`config.mk`:
```
export PLATFORM = sky130hd
export DESIGN_NAME = sound_fade_envelope_sequencer
export DESIGN_NICKNAME = d
export VERILOG_FILES = /design/src/rtl/sfes_pkg.sv /design/src/rtl/sound_fade_envelope_sequencer.sv
export SDC_FILE = /design/constraint.sdc
export NUM_CORES = 1
export LEC_CHECK = 0
export BUFFER_PORTS_ARGS = -buffer_cell sky130_fd_sc_hd__buf_2
export CAP_MARGIN = 15
export CORE_MARGIN = 5
export CORE_UTILIZATION = 48
export CTS_BUF_LIST = sky130_fd_sc_hd__clkbuf_4
export DETAILED_ROUTE_END_ITERATION = 12
export GPL_ROUTABILITY_DRIVEN = 0
export PLACE_DENSITY_LB_ADDON = 0.2
export SYNTH_ARGS = -nofsm -noshare
export SYNTH_HDL_FRONTEND = slang
export SYNTH_SLANG_ARGS = --single-unit
```
`constraint.sdc`:
```
create_clock -name clk -period 5.54 [get_ports clk]
set_input_delay 0.831 -clock clk [delete_from_list [all_inputs] [get_ports clk]]
set_output_delay 0.831 -clock clk [all_outputs]
set_load 0.05 [all_outputs]
```
`src/rtl/sfes_pkg.sv`:
```
`timescale 1ns / 1ps

package sfes_pkg;

	localparam int TIME_BITS = 24;
	localparam int ACC_BITS  = 32;
	localparam int VOL_BITS  = 7;
	localparam int QUO_BITS  = 7;
	localparam int PROD_BITS = TIME_BITS + VOL_BITS;
	localparam int DSH_BITS  = TIME_BITS + QUO_BITS - 1;
	localparam int CNT_BITS  = $clog2(QUO_BITS);
	localparam int ATT_BITS  = 15;

	localparam logic [VOL_BITS-1:0] VOL_FULL = VOL_BITS'(100);

	typedef enum logic [1:0] {
		REQ_TICK = 2'd0,
		REQ_PLAY = 2'd1,
		REQ_STOP = 2'd2
	} req_t;

	typedef enum logic [2:0] {
		PH_STOP    = 3'd0,
		PH_DELAY   = 3'd1,
		PH_FADEIN  = 3'd2,
		PH_PLAY    = 3'd3,
		PH_FADEOUT = 3'd4
	} phase_t;

	typedef enum logic [2:0] {
		ST_IDLE,
		ST_EVAL,
		ST_MUL,
		ST_DIV,
		ST_OUT
	} seq_st_t;

	typedef enum logic [1:0] {
		CFG_MAX_VOLUME  = 2'd0,
		CFG_LOOP_ENABLE = 2'd1,
		CFG_IS_3D       = 2'd2
	} cfg_idx_t;

	// trunc(3000 * log10(v / 100)), floor at -10000 for silence
	localparam int ATTEN_LUT [101] = '{
		-10000, -6000, -5096, -4568, -4193, -3903, -3665, -3464, -3290, -3137,
		-3000, -2875, -2762, -2658, -2561, -2471, -2387, -2308, -2234, -2163,
		-2096, -2033, -1972, -1914, -1859, -1806, -1755, -1705, -1658, -1612,
		-1568, -1525, -1484, -1444, -1405, -1367, -1331, -1295, -1260, -1226,
		-1193, -1161, -1130, -1099, -1069, -1040, -1011, -983, -956, -929,
		-903, -877, -851, -827, -802, -778, -755, -732, -709, -687,
		-665, -644, -622, -601, -581, -561, -541, -521, -502, -483,
		-464, -446, -428, -410, -392, -374, -357, -340, -323, -307,
		-290, -274, -258, -242, -227, -211, -196, -181, -166, -151,
		-137, -122, -108, -94, -80, -66, -53, -39, -26, -13,
		0
	};

	function automatic logic signed [ATT_BITS-1:0] atten_lookup(input logic [VOL_BITS-1:0] v);
		logic signed [ATT_BITS-1:0] r;
		if (v > VOL_FULL) begin
			r = '0;
		end else begin
			r = ATT_BITS'(ATTEN_LUT[v]);
		end
		return r;
	endfunction

endpackage

```
`src/rtl/sound_fade_envelope_sequencer.sv`:
```
`timescale 1ns / 1ps

// Sound fade envelope sequencer: steps one voice through stop, start delay, fade-in,
// play and fade-out on tick, play and stop beats, and returns one result beat for every
// input beat. Play and stop requests, and ticks in stop, go from idle to the output
// state; other ticks pass an evaluate state first, and one that lands inside a fade
// computes acc * vol / fade_time (fade_time - acc in place of acc on fade-out) with a
// shift-add multiplier that takes one volume bit per cycle followed by a restoring divider
// that yields one quotient bit per cycle. A new beat is taken once the previous one has
// moved into the output register, which holds it until the downstream side takes it.
module sound_fade_envelope_sequencer (
	input  logic                                  clk,
	input  logic                                  arst_n,
	input  logic                                  cfg_we,
	input  logic [1:0]                            cfg_index,
	input  logic [sfes_pkg::VOL_BITS-1:0]         cfg_data,
	input  logic                                  in_valid,
	output logic                                  in_stall,
	input  logic [1:0]                            req_type,
	input  logic [sfes_pkg::TIME_BITS-1:0]        elapsed_time,
	input  logic [sfes_pkg::TIME_BITS-1:0]        start_delay,
	input  logic [sfes_pkg::TIME_BITS-1:0]        fade_in_time,
	input  logic                                  immediate,
	input  logic [sfes_pkg::TIME_BITS-1:0]        fade_out_time,
	output logic                                  out_valid,
	input  logic                                  out_stall,
	output logic [2:0]                            play_state,
	output logic                                  volume_write,
	output logic [sfes_pkg::VOL_BITS-1:0]         volume_percent,
	output logic signed [sfes_pkg::ATT_BITS-1:0]  attenuation,
	output logic                                  start_playback,
	output logic                                  stop_playback
);
	import sfes_pkg::*;

	seq_st_t state_q, state_d;
	phase_t  phase_q;

	logic [ACC_BITS-1:0]  acc_q;
	logic [TIME_BITS-1:0] fade_in_q, fade_out_q, delay_q;
	logic [VOL_BITS-1:0]  max_volume_q;
	logic                 loop_q, is3d_q;

	logic [TIME_BITS-1:0] mcand_q;
	logic [VOL_BITS-1:0]  mplr_q;
	logic [PROD_BITS-1:0] prod_q;
	logic [DSH_BITS-1:0]  dsh_q;
	logic [QUO_BITS-1:0]  quo_q;
	logic [CNT_BITS-1:0]  cnt_q;

	logic                res_wr_q, res_start_q, res_stop_q;
	logic [VOL_BITS-1:0] res_vol_q;

	logic                       out_valid_q;
	logic [2:0]                 play_state_q;
	logic                       volume_write_q;
	logic [VOL_BITS-1:0]        volume_percent_q;
	logic signed [ATT_BITS-1:0] attenuation_q;
	logic                       start_q, stop_q;

	logic [VOL_BITS-1:0]  full_vol;
	logic [ACC_BITS:0]    acc_sum;
	logic [ACC_BITS-1:0]  acc_sat;
	logic                 delay_done, fin_done, fout_done;
	logic [PROD_BITS-1:0] prod_next;
	logic                 div_ge;
	logic [PROD_BITS-1:0] div_diff;
	logic                 last_step;
	logic                 out_free;
	logic                 eval_div;
	logic                 active;

	assign full_vol   = (max_volume_q > VOL_FULL) ? VOL_FULL : max_volume_q;
	assign acc_sum    = {1'b0, acc_q} + (ACC_BITS + 1)'(elapsed_time);
	assign acc_sat    = acc_sum[ACC_BITS] ? '1 : acc_sum[ACC_BITS-1:0];
	assign delay_done = acc_q >= ACC_BITS'(delay_q);
	assign fin_done   = acc_q >= ACC_BITS'(fade_in_q);
	assign fout_done  = acc_q >= ACC_BITS'(fade_out_q);
	assign prod_next  = {prod_q[PROD_BITS-2:0], 1'b0}
		+ (mplr_q[VOL_BITS-1] ? PROD_BITS'(mcand_q) : '0);
	assign div_ge     = prod_q >= PROD_BITS'(dsh_q);
	assign div_diff   = prod_q - PROD_BITS'(dsh_q);
	assign last_step  = cnt_q == CNT_BITS'(QUO_BITS - 1);
	assign out_free   = !out_valid_q || !out_stall;
	assign eval_div   = (phase_q == PH_FADEIN && !fin_done) || (phase_q == PH_FADEOUT && !fout_done);
	assign active     = phase_q == PH_DELAY || phase_q == PH_FADEIN || phase_q == PH_PLAY;

	always_ff @(posedge clk or negedge arst_n) begin
		if (!arst_n) begin
			state_q <= ST_IDLE;
		end else begin
			state_q <= state_d;
		end
	end

	always_comb begin
		state_d  = state_q;
		in_stall = 1'b1;
		case (state_q)
			ST_IDLE: begin
				in_stall = 1'b0;
				if (in_valid) begin
					if (req_type == REQ_TICK && phase_q != PH_STOP) begin
						state_d = ST_EVAL;
					end else begin
						state_d = ST_OUT;
					end
				end
			end
			ST_EVAL: begin
				state_d = eval_div ? ST_MUL : ST_OUT;
			end
			ST_MUL: begin
				if (last_step) state_d = ST_DIV;
			end
			ST_DIV: begin
				if (last_step) state_d = ST_OUT;
			end
			ST_OUT: begin
				if (out_free) state_d = ST_IDLE;
			end
			default: begin
				state_d = ST_IDLE;
			end
		endcase
	end

	// voice state, configuration and output handshake
	always_ff @(posedge clk or negedge arst_n) begin
		if (!arst_n) begin
			phase_q      <= PH_STOP;
			acc_q        <= '0;
			fade_in_q    <= '0;
			fade_out_q   <= '0;
			delay_q      <= '0;
			max_volume_q <= VOL_FULL;
			loop_q       <= 1'b0;
			is3d_q       <= 1'b0;
			out_valid_q  <= 1'b0;
		end else begin
			if (cfg_we) begin
				case (cfg_index)
					CFG_MAX_VOLUME:  max_volume_q <= cfg_data;
					CFG_LOOP_ENABLE: loop_q <= cfg_data[0];
					CFG_IS_3D:       is3d_q <= cfg_data[0];
					default: ;
				endcase
			end

			case (state_q)
				ST_IDLE: begin
					if (in_valid) begin
						case (req_type)
							REQ_TICK: begin
								if (phase_q != PH_STOP) acc_q <= acc_sat;
							end
							REQ_PLAY: begin
								fade_in_q  <= fade_in_time;
								fade_out_q <= '0;
								delay_q    <= start_delay;
								acc_q      <= '0;
								phase_q    <= PH_DELAY;
							end
							REQ_STOP: begin
								if (active) begin
									acc_q      <= '0;
									fade_out_q <= fade_out_time;
									phase_q    <= (fade_out_time == '0) ? PH_STOP : PH_FADEOUT;
								end
							end
							default: ;
						endcase
					end
				end
				ST_EVAL: begin
					case (phase_q)
						PH_DELAY: begin
							if (delay_done) begin
								acc_q <= '0;
								if (fade_in_q == '0) begin
									phase_q <= loop_q ? PH_PLAY : PH_STOP;
								end else begin
									phase_q <= PH_FADEIN;
								end
							end
						end
						PH_FADEIN: begin
							if (fin_done) begin
								acc_q   <= '0;
								phase_q <= loop_q ? PH_PLAY : PH_STOP;
							end
						end
						PH_PLAY: begin
							if (!loop_q) phase_q <= PH_STOP;
						end
						PH_FADEOUT: begin
							if (fout_done) begin
								acc_q   <= '0;
								phase_q <= PH_STOP;
							end
						end
						default: ;
					endcase
				end
				default: ;
			endcase

			if (state_q == ST_OUT && out_free) begin
				out_valid_q <= 1'b1;
			end else if (!out_stall) begin
				out_valid_q <= 1'b0;
			end
		end
	end

	// result staging, multiply and divide datapath, output payload
	always_ff @(posedge clk) begin
		case (state_q)
			ST_IDLE: begin
				if (in_valid) begin
					res_wr_q    <= 1'b0;
					res_vol_q   <= '0;
					res_start_q <= 1'b0;
					res_stop_q  <= 1'b0;
					if (req_type == REQ_PLAY) begin
						res_stop_q <= immediate && active;
					end else if (req_type == REQ_STOP) begin
						res_stop_q <= active && fade_out_time == '0;
					end
				end
			end
			ST_EVAL: begin
				cnt_q  <= '0;
				mplr_q <= full_vol;
				prod_q <= '0;
				case (phase_q)
					PH_DELAY: begin
						if (delay_done) begin
							res_start_q <= 1'b1;
							res_wr_q    <= !is3d_q;
							res_vol_q   <= (fade_in_q == '0 && !is3d_q) ? full_vol : '0;
						end
					end
					PH_FADEIN: begin
						if (fin_done) begin
							res_wr_q  <= !is3d_q;
							res_vol_q <= is3d_q ? '0 : full_vol;
						end else begin
							mcand_q <= acc_q[TIME_BITS-1:0];
							dsh_q   <= {fade_in_q, (QUO_BITS - 1)'(0)};
						end
					end
					PH_FADEOUT: begin
						if (fout_done) begin
							res_wr_q   <= !is3d_q;
							res_vol_q  <= '0;
							res_stop_q <= 1'b1;
						end else begin
							mcand_q <= fade_out_q - acc_q[TIME_BITS-1:0];
							dsh_q   <= {fade_out_q, (QUO_BITS - 1)'(0)};
						end
					end
					default: ;
				endcase
			end
			ST_MUL: begin
				prod_q <= prod_next;
				mplr_q <= {mplr_q[VOL_BITS-2:0], 1'b0};
				cnt_q  <= last_step ? '0 : cnt_q + 1'b1;
			end
			ST_DIV: begin
				if (div_ge) prod_q <= div_diff;
				dsh_q <= dsh_q >> 1;
				quo_q <= {quo_q[QUO_BITS-2:0], div_ge};
				cnt_q <= cnt_q + 1'b1;
				if (last_step) begin
					res_wr_q  <= !is3d_q;
					res_vol_q <= is3d_q ? '0 : {quo_q[QUO_BITS-2:0], div_ge};
				end
			end
			ST_OUT: begin
				if (out_free) begin
					play_state_q     <= phase_q;
					volume_write_q   <= res_wr_q;
					volume_percent_q <= res_vol_q;
					attenuation_q    <= res_wr_q ? atten_lookup(res_vol_q) : '0;
					start_q          <= res_start_q;
					stop_q           <= res_stop_q;
				end
			end
			default: ;
		endcase
	end

	assign out_valid      = out_valid_q;
	assign play_state     = play_state_q;
	assign volume_write   = volume_write_q;
	assign volume_percent = volume_percent_q;
	assign attenuation    = attenuation_q;
	assign start_playback = start_q;
	assign stop_playback  = stop_q;

`ifndef SYNTH
	a_pulse_excl: assert property (@(posedge clk) disable iff (!arst_n)
		out_valid |-> !(start_playback && stop_playback))
		else $error("start and stop pulses in the same beat");

	a_quiet_vol: assert property (@(posedge clk) disable iff (!arst_n)
		(out_valid && !volume_write) |-> (volume_percent == '0 && attenuation == '0))
		else $error("volume fields set without a volume write");

	a_vol_range: assert property (@(posedge clk) disable iff (!arst_n)
		out_valid |-> volume_percent <= VOL_FULL)
		else $error("volume above full scale");

	a_div_bound: assert property (@(posedge clk) disable iff (!arst_n)
		state_q == ST_DIV |-> prod_q < {dsh_q, 1'b0})
		else $error("divider remainder out of range");
`endif

endmodule

```
==> impl.org <==
** Floorplan
- In this run the core area contains 74 standard-cell rows.
- For this configuration, the core starts out at a cell density of 0.4831.
- Placeable Area :: 40,740 µm²
- For this design the top-level I/O count stands at 143.
- The die covers 45,150 µm².
- The die is 212.5 µm tall.
- From left edge to right edge, the die measures 212.5 µm.

** STA
- Fraction of the cycle the final worst path needs :: 0.6932
- Hold violation count in the final report :: 0
- Top achievable clock speed :: 260.4 MHz
- Across all setup checks in the final design, the least slack found is 1699 ps.
- Fin. max-slew vios :: 0
- Setup violations remaining at the end of the flow were counted as 0.
- Headroom to the max-slew limit came out at 0.3278.
- Largest clock skew in the final design :: 48.67 ps
- At the pin with the least slew margin, the transition time is 1008 ps.
- Setup TNS :: 0 ps
- Setup repair after global routing left no endpoint under its margin.
- Shortest period the worst path allows :: 3841 ps

** Critical path
- The largest single stage delay on the critical path is 830 ps.
- Element type at the critical path start :: flop
- Data required, critical path :: 6030 ps
- Together, buffers and inverters on the worst path number 1.
- STA classifies the critical path endpoint as a flop.
- Of all nets on the critical path, the largest fanout is 24.
- Kind of critical path :: flop to flop
- On the critical path, the stage with the largest delay is an instance of sky130_fd_sc_hd__edfxtp_1.
- At the worst endpoint, the arrival time is 4330 ps.
- Crit path cell chain :: and2_1, ha_1, inv_1, fa_1, nor2b_1, o31a_1, o41a_1, a31oi_4, a21oi_2, a311oi_4, nor3b_1, xnor2_1, o22ai_1
- In this design, the largest share of critical-path delay is due to compound AO/OA/AOI/OAI gates.

** Synthesis
- The synthesized design contains 139 enable-type register cells.
- By area, the combinational part of the netlist is dominated by compound AO/OA/AOI/OAI gates.
- Parity-gate share of the synthesized area counting xor and xnor cells :: 0.03605
- The share of the Yosys chip area taken by registers is 0.3649.
- The area fraction in compound gates after synthesis is 0.2247.
- Simple-Gate Fraction of Synth Area :: 0.1563
- In this run, distinct cell masters in the synthesized netlist total 93.
- After synthesis, the share of flip-flops with an asynchronous set or reset is 0.4633.
- Cell area after technology mapping :: 19,680 µm²
- Post-Syn Instances :: 2,235
- Ys flop type :: sky130_fd_sc_hd__edfxtp_1
- Share of cell area taken by muxes after synthesis :: 0.03789
- Nets in the synthesized netlist :: 2,544
- Of the total synthesized cell area, the portion taken by full adders, half adders and majority gates is 0.1261.
- The average instance in the mapped netlist occupies 8.805 µm².
- Number of warnings printed during yosys synthesis :: 0
- The synthesized design contains 259 register bits.

** Clocking
- The clock reaches the later pin of the worst-skew pair after 800 ps.
- Post-CTS clock slew at the launch and capture registers of the worst setup and hold paths :: 60 ps
- Max H-tree Level :: 3
- The tree is rooted in a sky130_fd_sc_hd__clkbuf_4.
- Buffers inserted during clock tree synthesis total 78.
- CTS-repair resized insts :: 0
- Number of buffers inserted by hold repair at cts :: 1
- TritonCTS built the clock tree.
- Total number of clock tree sinks :: 259
- Maximum root-to-sink buffer count :: 3
- Post-CTS repair timing setup buffer count :: 0

** Min path
- The path class of the tightest hold or removal check is input port to flop.

** GRT
- Entering global routing, the biggest net connects 69 pins.
- Wire length of the first global-routing pass :: 90,720 µm
- The initial antenna violation count was 3.
- In the global route stage, overall resource usage came out at 0.2485.
- After global routing the overflow that remains totals 0.
- The via count of the first global-routing pass came to 17,030.

** Cells and area
- Fill cells in the final layout number 3,793.
- Number of nets in the layout :: 2,688
- The multi-input combinational cells in the finished layout cover a total of 11,470 µm².
- Commonest non-fill, non-tap cells in the layout :: sky130_fd_sc_hd__nand2_1 (244), sky130_fd_sc_hd__ha_1 (192), sky130_fd_sc_hd__o21ai_0 (182), sky130_fd_sc_hd__a21oi_1 (175), sky130_fd_sc_hd__inv_1 (172)
- From synthesis to final layout, the design area changed by 11.18%.
- Leaving out fill and tap cells, the most frequent cell in the layout is sky130_fd_sc_hd__nand2_1.
- Share of layout cells above drive strength 1 :: 0.1609
- Register cell area after layout :: 7181 µm²

** Placement
- During placement, the flow inserted port buffers numbering 142.
- Detailed placement ended at an HPWL of 41,870 µm.
- Worst setup timing slack at the placement stage :: 1482 ps

** Drt
- After detailed routing, the number of remaining DRC violations is 0.
- Post-Route WL :: 56,440 µm
- Dividing the detail-routed wire length by the instance count gives 18.95 µm.
- For this block, the initial DRC count from the detailed router was 1,675.
- The count of nets left with antenna violations once routing finished came out at 0.
- Vias :: 17,490
- The first detailed-routing pass took 6 iterations.
- Dividing the detail-routed via count by the number of cells gives 5.874.

** Power and ir drop
- Worst vdd rail ir drop :: 0.2521 mV
- The design draws 0.01153 W.
- Leakage power summed over all cells :: 9.554 nW
- For this design the ratio of total power to cell area is 526.8 nW/µm².

** Status
- The flow ran to the end, and the final reports show no timing, DRC or antenna violations.

** Job
- Across the run, the number of max-cap violations was 0.
==> metrics by stage <==
stage               cells  utilization  area (µm²)  hold WS (ps)
floorplan            2235            -       19680         400.3
global placement     2828       0.5117       20850         410.9
detailed placement   2828       0.5117       20850         416.8
CTS                  2973       0.5361       21840         183.4
global route         2978       0.5371       21880         212.7
finish               2978       0.5371       21880         265.3
==> cell usage after synthesis, drive strengths merged (51+ instances only) <==
cell | number | share of area
a21o | 53 | 0.020
edfxtp | 139 | 0.21
dfrtp | 117 | 0.15
ha | 192 | 0.12
o21ai | 219 | 0.056
xnor2 | 51 | 0.023
mux2 | 60 | 0.034
nand2 | 245 | 0.047
nor2 | 169 | 0.032
inv | 173 | 0.033
clkbuf | 83 | 0.016
a21oi | 180 | 0.047
==> where the power goes <==
part	switching [W]	leakage, nW	total, W	internal [W]
combinational	0.00395	6.13	0.00633	0.00239
clock	0.000897	0.598	0.00186	0.000960
sequential	0.000592	2.83	0.00334	0.00275
==> routing by layer <==
layer / GRT usage / up-vias / share of wire
li1: - / 8408 / -
met1: 0.3511 / 8246 / 0.45
met5: 0 / - / 0.00023
met3: 0.05061 / 119 / 0.076
met4: 0.08652 / 2 / 0.030
met2: 0.3821 / 717 / 0.45
==> sequential cells by signal, summed over array words and instances, names as in the netlist, 15 cells and up <==
signal and flops:
fade_out_q 24, dsh_q 30, delay_q 24, acc_q 32, attenuation 15, fade_in_q 24
mcand_q 24, prod_q 31
==> area by class of cell <==
cell class / instances / share of cell area
Clock buffer: 116 / 0.03980
Multi-Input combinational cell: 1700 / 0.5242
Sequential cell: 259 / 0.3282
Inverter: 173 / 0.02968
Timing Repair Buffer: 167 / 0.04237
Clock inverter: 28 / 0.005032
Tap cell: 532 / 0.03042
Antenna cell: 3 / 0.0003431
==> path summary, 6_finish.rpt <==
path                             startpoint             to  slack (ps)  depth (start not counted)
setup reg to reg                  mplr_q[6]     prod_q[29]        1700                         13
hold reg to reg                  res_stop_q  stop_playback         410                          0
min in group asynchronous            arst_n  fade_out_q[2]         660                          2
setup / recovery                  mplr_q[6]     prod_q[29]        1700                         13
hold / removal             fade_in_time[20]  fade_in_q[20]         270                          2
max in group asynchronous            arst_n      acc_q[24]        3510                          3
==> worst register-to-register path: cells and delay by family (launching register included) <==
family	cells	cell delay [ps]
compound gates	6	1160
xor+xnor	1	150
fa+ha+maj	2	610
buf+inv	1	70
flops	1	830
simple gates	3	730
==> kinds of logic after synthesis <==
| logic type | count (synthesis) |
|---|---|
| AND/OR/NAND/NOR | 660 |
| flip-flops | 259 |
| multiplexers | 67 |
| adder cells (fa/ha/maj) | 196 |
| buffers and inverters | 276 |
| AO/OA/AOI/OAI | 696 |
| XOR/XNOR | 81 |
Note: power is estimated with default switching activity, not from simulation.
